[config.mk]
export PLATFORM = sky130hd
export DESIGN_NAME = rmdw_lane
export DESIGN_NICKNAME = d
export VERILOG_FILES = /design/src/rmdw_pkg.sv /design/src/rmdw_lane.sv
export SDC_FILE = /design/constraint.sdc
export NUM_CORES = 2
export LEC_CHECK = 0
export ABC_AREA = 1
export BUFFER_PORTS_ARGS = -buffer_cell sky130_fd_sc_hd__buf_2
export CAP_MARGIN = 40
export CORE_MARGIN = 2
export CORE_UTILIZATION = 45
export CTS_CLUSTER_DIAMETER = 200
export DETAILED_ROUTE_END_ITERATION = 16
export PLACE_DENSITY = 0.58
export SLEW_MARGIN = 0
export SYNTH_ARGS = -nofsm -noshare
export SYNTH_HDL_FRONTEND = slang
export SYNTH_SLANG_ARGS = --single-unit
[constraint.sdc]
create_clock -name clock -period 8.8 [get_ports clock]
set_input_delay 0.88 -clock clock [delete_from_list [all_inputs] [get_ports clock]]
set_output_delay 0.88 -clock clock [all_outputs]
set_load 0.02 [all_outputs]
[src/rmdw_pkg.sv]
// Package: payload and config types, constants and the sine carrier table.
package rmdw_pkg;

   localparam int SINE_TABLE_DEPTH = 1024;
   localparam int SINE_IDX_BITS    = $clog2(SINE_TABLE_DEPTH);
   localparam int SAMPLE_BITS      = 24;
   localparam int PHASE_BITS       = 24;
   localparam int STEP_BITS        = 23;
   localparam int MIX_BITS         = 17;
   localparam int CARRIER_BITS     = 25;
   localparam int GAIN_BITS        = 32;
   localparam int CSR_IDX_BITS     = 2;
   localparam int CSR_DATA_BITS    = 23;

   localparam logic [CSR_IDX_BITS-1:0] CSR_PHASE_STEP    = 2'd0;
   localparam logic [CSR_IDX_BITS-1:0] CSR_MIX_LEVEL     = 2'd1;
   localparam logic [CSR_IDX_BITS-1:0] CSR_STEREO_ENABLE = 2'd2;

   localparam logic [STEP_BITS-1:0] PHASE_STEP_RESET = 23'd69905;
   localparam logic [MIX_BITS-1:0]  MIX_LEVEL_RESET  = 17'd32768;
   localparam logic [MIX_BITS-1:0]  MIX_UNITY        = 17'd65536;

   localparam logic [63:0] HALF_PI_Q30 = 64'd1686629713;

   typedef struct packed {
      logic signed [SAMPLE_BITS-1:0] left_in;
      logic signed [SAMPLE_BITS-1:0] right_in;
   } req_type;

   typedef struct packed {
      logic signed [SAMPLE_BITS-1:0] left_out;
      logic signed [SAMPLE_BITS-1:0] right_out;
   } rsp_type;

   typedef struct packed {
      logic [STEP_BITS-1:0] phase_step;
      logic [MIX_BITS-1:0]  mix_level;
      logic                 stereo_enable;
   } cfg_type;

   typedef logic signed [CARRIER_BITS-1:0] sine_rom_type [SINE_TABLE_DEPTH];

   // sin(2*pi*k/DEPTH), Q30 Taylor series through theta^15, unity = 2^23
   function automatic logic signed [CARRIER_BITS-1:0] sine_entry(input int unsigned k);
      logic [63:0]        a;
      logic [63:0]        r;
      logic [63:0]        theta;
      logic [63:0]        term;
      logic [63:0]        mag;
      logic [1:0]         quad;
      logic signed [63:0] sum;
      a     = (64'(k) << 32) / SINE_TABLE_DEPTH;
      quad  = a[31:30];
      r     = {34'd0, a[29:0]};
      if (quad[0]) begin
         r = 64'h4000_0000 - r;
      end
      theta = (r * HALF_PI_Q30 + 64'h2000_0000) >> 30;
      term  = theta;
      sum   = signed'(theta);
      for (int n = 1; n <= 7; n++) begin
         term = (term * theta) >> 30;
         term = (term * theta) >> 30;
         term = term / 64'((2 * n) * (2 * n + 1));
         if (n % 2 == 1) begin
            sum = sum - signed'(term);
         end else begin
            sum = sum + signed'(term);
         end
      end
      if (sum < 0) begin
         sum = 64'sd0;
      end
      mag = (unsigned'(sum) + 64'd64) >> 7;
      return quad[1] ? -CARRIER_BITS'(mag) : CARRIER_BITS'(mag);
   endfunction

   function automatic sine_rom_type build_sine_rom();
      sine_rom_type rom;
      for (int k = 0; k < SINE_TABLE_DEPTH; k++) begin
         rom[k] = sine_entry(k);
      end
      return rom;
   endfunction

   localparam sine_rom_type SINE_ROM = build_sine_rom();

endpackage

[src/rmdw_lane.sv]
// One channel lane: sample times gain, then rounding and saturation.
module rmdw_lane (
   input  logic                                    clock,
   input  logic                                    load,
   input  logic signed [rmdw_pkg::SAMPLE_BITS-1:0] sample,
   input  logic signed [rmdw_pkg::GAIN_BITS-1:0]   gain,
   output logic signed [rmdw_pkg::SAMPLE_BITS-1:0] result
);
   import rmdw_pkg::*;

   localparam int PROD_BITS = SAMPLE_BITS + GAIN_BITS;
   localparam int RND_BITS  = PROD_BITS - 30;

   localparam logic signed [RND_BITS-1:0] SAT_MAX = RND_BITS'((64'sd1 <<< (SAMPLE_BITS-1)) - 1);
   localparam logic signed [RND_BITS-1:0] SAT_MIN = RND_BITS'(-(64'sd1 <<< (SAMPLE_BITS-1)));

   logic signed [PROD_BITS-1:0] prod_ff;
   logic signed [PROD_BITS-1:0] rnd_sum;
   logic signed [RND_BITS-1:0]  rnd;

   always_ff @(posedge clock) begin
      if (load) begin
         prod_ff <= sample * gain;
      end
   end

   assign rnd_sum = prod_ff + PROD_BITS'(64'sd1 <<< 29);
   assign rnd     = rnd_sum[PROD_BITS-1:30];

   always_comb begin
      if (rnd > SAT_MAX) begin
         result = SAT_MAX[SAMPLE_BITS-1:0];
      end else if (rnd < SAT_MIN) begin
         result = SAT_MIN[SAMPLE_BITS-1:0];
      end else begin
         result = rnd[SAMPLE_BITS-1:0];
      end
   end
endmodule

# Word level (Yosys, flattened, before mapping)
# Index checks and enable logic that the tools add are counted.
[op_classes]
n_mul = 1
add_sub_neg = 1
mux = 2
n_lt_le_gt_ge = 2
[ops]
columns = ["operator", "n"]
rows = [
  ["56-bit by 31-bit adder with 56-bit output (second input constant)", 1],
  ["24-bit by 32-bit multiplier with 56-bit output", 1],
  ["24-bit two-way mux", 2],
  ["26-bit by 24-bit > comparator with 1-bit output (second input constant)", 1],
  ["26-bit by 24-bit less-than comparator with 1-bit output (second input constant)", 1],
]
[totals]
ff_bits = 56
wordCells = 7
in_bits = 58
output_inout_bits = 24

# Longest topological paths before layout
[logic_depth]
depth_word = 4
depth_mapped = 31
depth_no_buf = 30

# Worst setup path after synthesis
# OpenSTA, ideal clock, no wires.
[synth_path]
path_type = "input to register"
from = "input port sample[0] (netlist bit)"
to = "register prod_ff[51] (data pin)"
setup_time_ps = 252
setup_slack_ps = 1835
t_arrival_ps = 6712
path_stages = 24
required_ps = 8548
path_buffers = 1
path_cell_list = "clkbuf_1 -> nand2_1 -> inv_1 -> fa_1 -> inv_1 -> fa_1 -> fa_1 -> inv_1 -> fa_1 -> inv_1 -> fa_1 -> inv_1 -> fa_1 -> fa_1 -> ha_1 -> nand2_1 -> nor2_1 -> inv_1 -> nor2_1 -> nand2_1 -> nor4_1 -> nand2_1 -> nand3_1 -> nand2_1"
[synth_between]
elab_chain_len = 1
[synth_lines]
columns = ["element", "line_no", "text"]
rows = [
  ["from (decl)", "rmdw_lane.sv:5", "input logic signed [rmdw_pkg::SAMPLE_BITS-1:0] sample,"],
  ["24-bit by 32-bit multiplier with 56-bit output", "rmdw_lane.sv:23", "prod_ff <= sample * gain;"],
  ["to (signal assigned)", "rmdw_lane.sv:23", ""],
  ["to (decl)", "rmdw_lane.sv:17", "logic signed [PROD_BITS-1:0] prod_ff;"],
]
# No other way between the ends.
# A chain may end at the register's enable or synchronous reset.

# Worst setup path in the final report
[layout_path]
from = "input port sample[2] (netlist bit)"
to = "register prod_ff[48] (data pin)"
# Same word-level chain as after synthesis.

==> key figures <==
Status
  – Status: complete, no violations

STA
  – Fin Setup TNS: 0 ps
  – Relative slew slack: 39.9%
  – Slew Viols, Final: 0
  – Final Hold Vio Count: 0
  – Final Setup Violations: 0
  – Post-layout min period: 7570 ps
  – Unrepaired setup endpoints after global routing: false
  – Tcrit/Tclk final: 86.0%
  – Fmax: 132 MHz
  – Worst-Margin Slew: 902 ps

Synthesis
  – Leading area contributor after synthesis: fa_1
  – Flops & latches, synth: 27
  – Mux share of post-synthesis cell area: 0%
  – Syn Inst Count: 3878
  – Synth Flop Type: edfxtp_1
  – Adder-cell share of the synthesized area: 58.4%
  – Post-Syn Area: 29900 um2
  – Synthesized Nets: 4865
  – Cell variety after synth: 32
  – Most frequent cell after synthesis: inv_1
  – Synth Area in XOR/XNOR: 1.05%
  – Synth Area in Simple Gates: 17.9%
  – Top cells by area, synth: fa_1 (52%), inv_1 (16%), nand2_1 (14%)
  – Fraction of registers with async set/reset: 0%
  – Largest family of logic cells by synthesized area: adder cells
  – Yosys top cell area share: 52.3%
  – Register area share after synthesis: 2.71%
  – Ys Warns: 0
  – EDFF count, synth: 27
  – Synth top cells by count: inv_1 (1262), nand2_1 (1101), fa_1 (782)
  – Compound-Gate Fraction of Synth Area: 2.29%
  – Syn avg cell area: 7.72 um2

Min path
  – HP Class: in -> reg
  – Hold Path Depth: 1

Final layout
  – Top flop regs: prod_ff x27
  – Area grow syn2layout: 3.77%
  – Top reg by flops: prod_ff
  – Layout Nets: 4824
  – Share of layout cells above drive strength 1: 3.28%
  – Fill cells: 6773
  – Number of flip-flops under the largest register name: 27

Die
  – Rows: 94
  – Die Y: 262 um
  – Die Span X: 262 um
  – # IOs: 82
  – Initial core utilization: 45.5%
  – Core area: 65900 um2
  – Die ar.: 68600 um2

Drt
  – Met2 WL: 39600 um
  – Met1 WL: 32800 um
  – Avg WL per Cell: 16.5 um
  – Routed via count: 22700
  – Uppermost layer routed: met5
  – Post-route ant nets: 0
  – Pre-Repair DR Iteration Count: 6
  – # DRC: 0
  – Metal3 WL: 3150 um
  – DRT Wirelength: 77400 um
  – Detailed Route Iter0 Violations: 1333
  – Via density: 4.82

CTS
  – Post-CTS Setup Bufs: 0
  – CTS Buf Count: 3
  – Worst-path clk slew: 70 ps
  – CTS Root Cell: clkbuf_16
  – Deepest clock path buffer count: 2
  – H-Tree Depth: 1
  – Hold buffer count at CTS: 0
  – CTS Sinks: 27
  – CTS tree: done
  – Resized cells post-CTS: 0

Setup path
  – Worst setup EP type: register
  – Crit Path Class: in -> reg
  – Req. time, crit path: 8790 ps
  – CP arrival: 7570 ps
  – Startpoint types: input port
  – Crit Path Max Fanout: 23

Global routing
  – GRT Total Usage: 24.4%
  – Gr ovfl total: 0
  – Largest net degree at the start of global routing: 33
  – First-pass GRT wire length: 131000 um
  – Initial antenna violation count: 2
  – Vias in the first global route: 25000

Place
  – Detailed Place HPWL: 66400 um
  – Placer Congestion: 0.949
  – Port bufs: 81

Flow run
  – Max-Cap Viols: 0
## cells in the final DEF, fill, tap and decap left out, drive strengths merged
cell / n
clkinvlp: 1
nor4: 4
nor3: 12
o211ai: 1
o21a: 1
buf: 94
nand3b: 2
o21ai: 37
clkbuf: 3
a31oi: 1
a21o: 5
and3: 2
nand3: 52
xor2: 26
fa: 782
xnor2: 10
o21bai: 10
nand2: 1115
inv: 1262
ha: 147
edfxtp: 27
or2: 7
nor2: 139
nand4: 23
diode: 2
a21oi: 73
## worst paths after layout
path	slack [ps]	from	endpoint
worst max-delay path	1230	sample[2]	prod_ff[48]
worst min-delay path	1170	load	prod_ff[47]
## logic make-up after synthesis
family,after synthesis
buf+inv,1402
compound gates,128
fa+ha+maj,929
simple gates,1356
xor+xnor,36
flops,27
## critical path, stage by stage
cell and delay (ps):
buf_2 460, nand2_1 110, inv_1 90, fa_1 500
inv_1 170, fa_1 600, fa_1 820, inv_1 270
fa_1 520, fa_1 590, fa_1 430, fa_1 450
ha_1 420, nand2_1 180, nor4_1 510, nand3_1 250
nand3_1 150, nand2_1 120
## cell type report
| type | instances | area, um2 | share of cell area [%] |
|---|---|---|---|
| multi-input combinational | 2449 | 23900 | 76.8 |
| clock inverter | 1 | 7.51 | 0.0242 |
| timing repair buffer | 94 | 503 | 1.62 |
| antenna | 2 | 5.00 | 0.0161 |
| inverter | 1262 | 4740 | 15.2 |
| clock buffer | 3 | 75.1 | 0.242 |
| sequential | 27 | 811 | 2.61 |
| tap | 864 | 1080 | 3.48 |
## per-layer routing
layer	global-route usage [%]	up-vias
met4	4.87	4
li1	-	10600
met3	1.86	114
met2	44.5	506
met5	0	-
met1	31.8	11500
## stage by stage
step	util [%]	std cells	worst slack [ps]	hold slack, ps	instance area, um2
floorplan	-	3878	1840	992	29900
global placement	47.0	4696	998	1450	31000
detailed placement	47.0	4696	971	1450	31000
CTS	47.2	4700	1230	1180	31100
global route	47.2	4700	788	1200	31100
finish	47.2	4702	1230	1170	31100
Power is left out: the tool's default activity adds up to more than one toggle a clock period on the data nets, which glitch-free logic cannot reach.
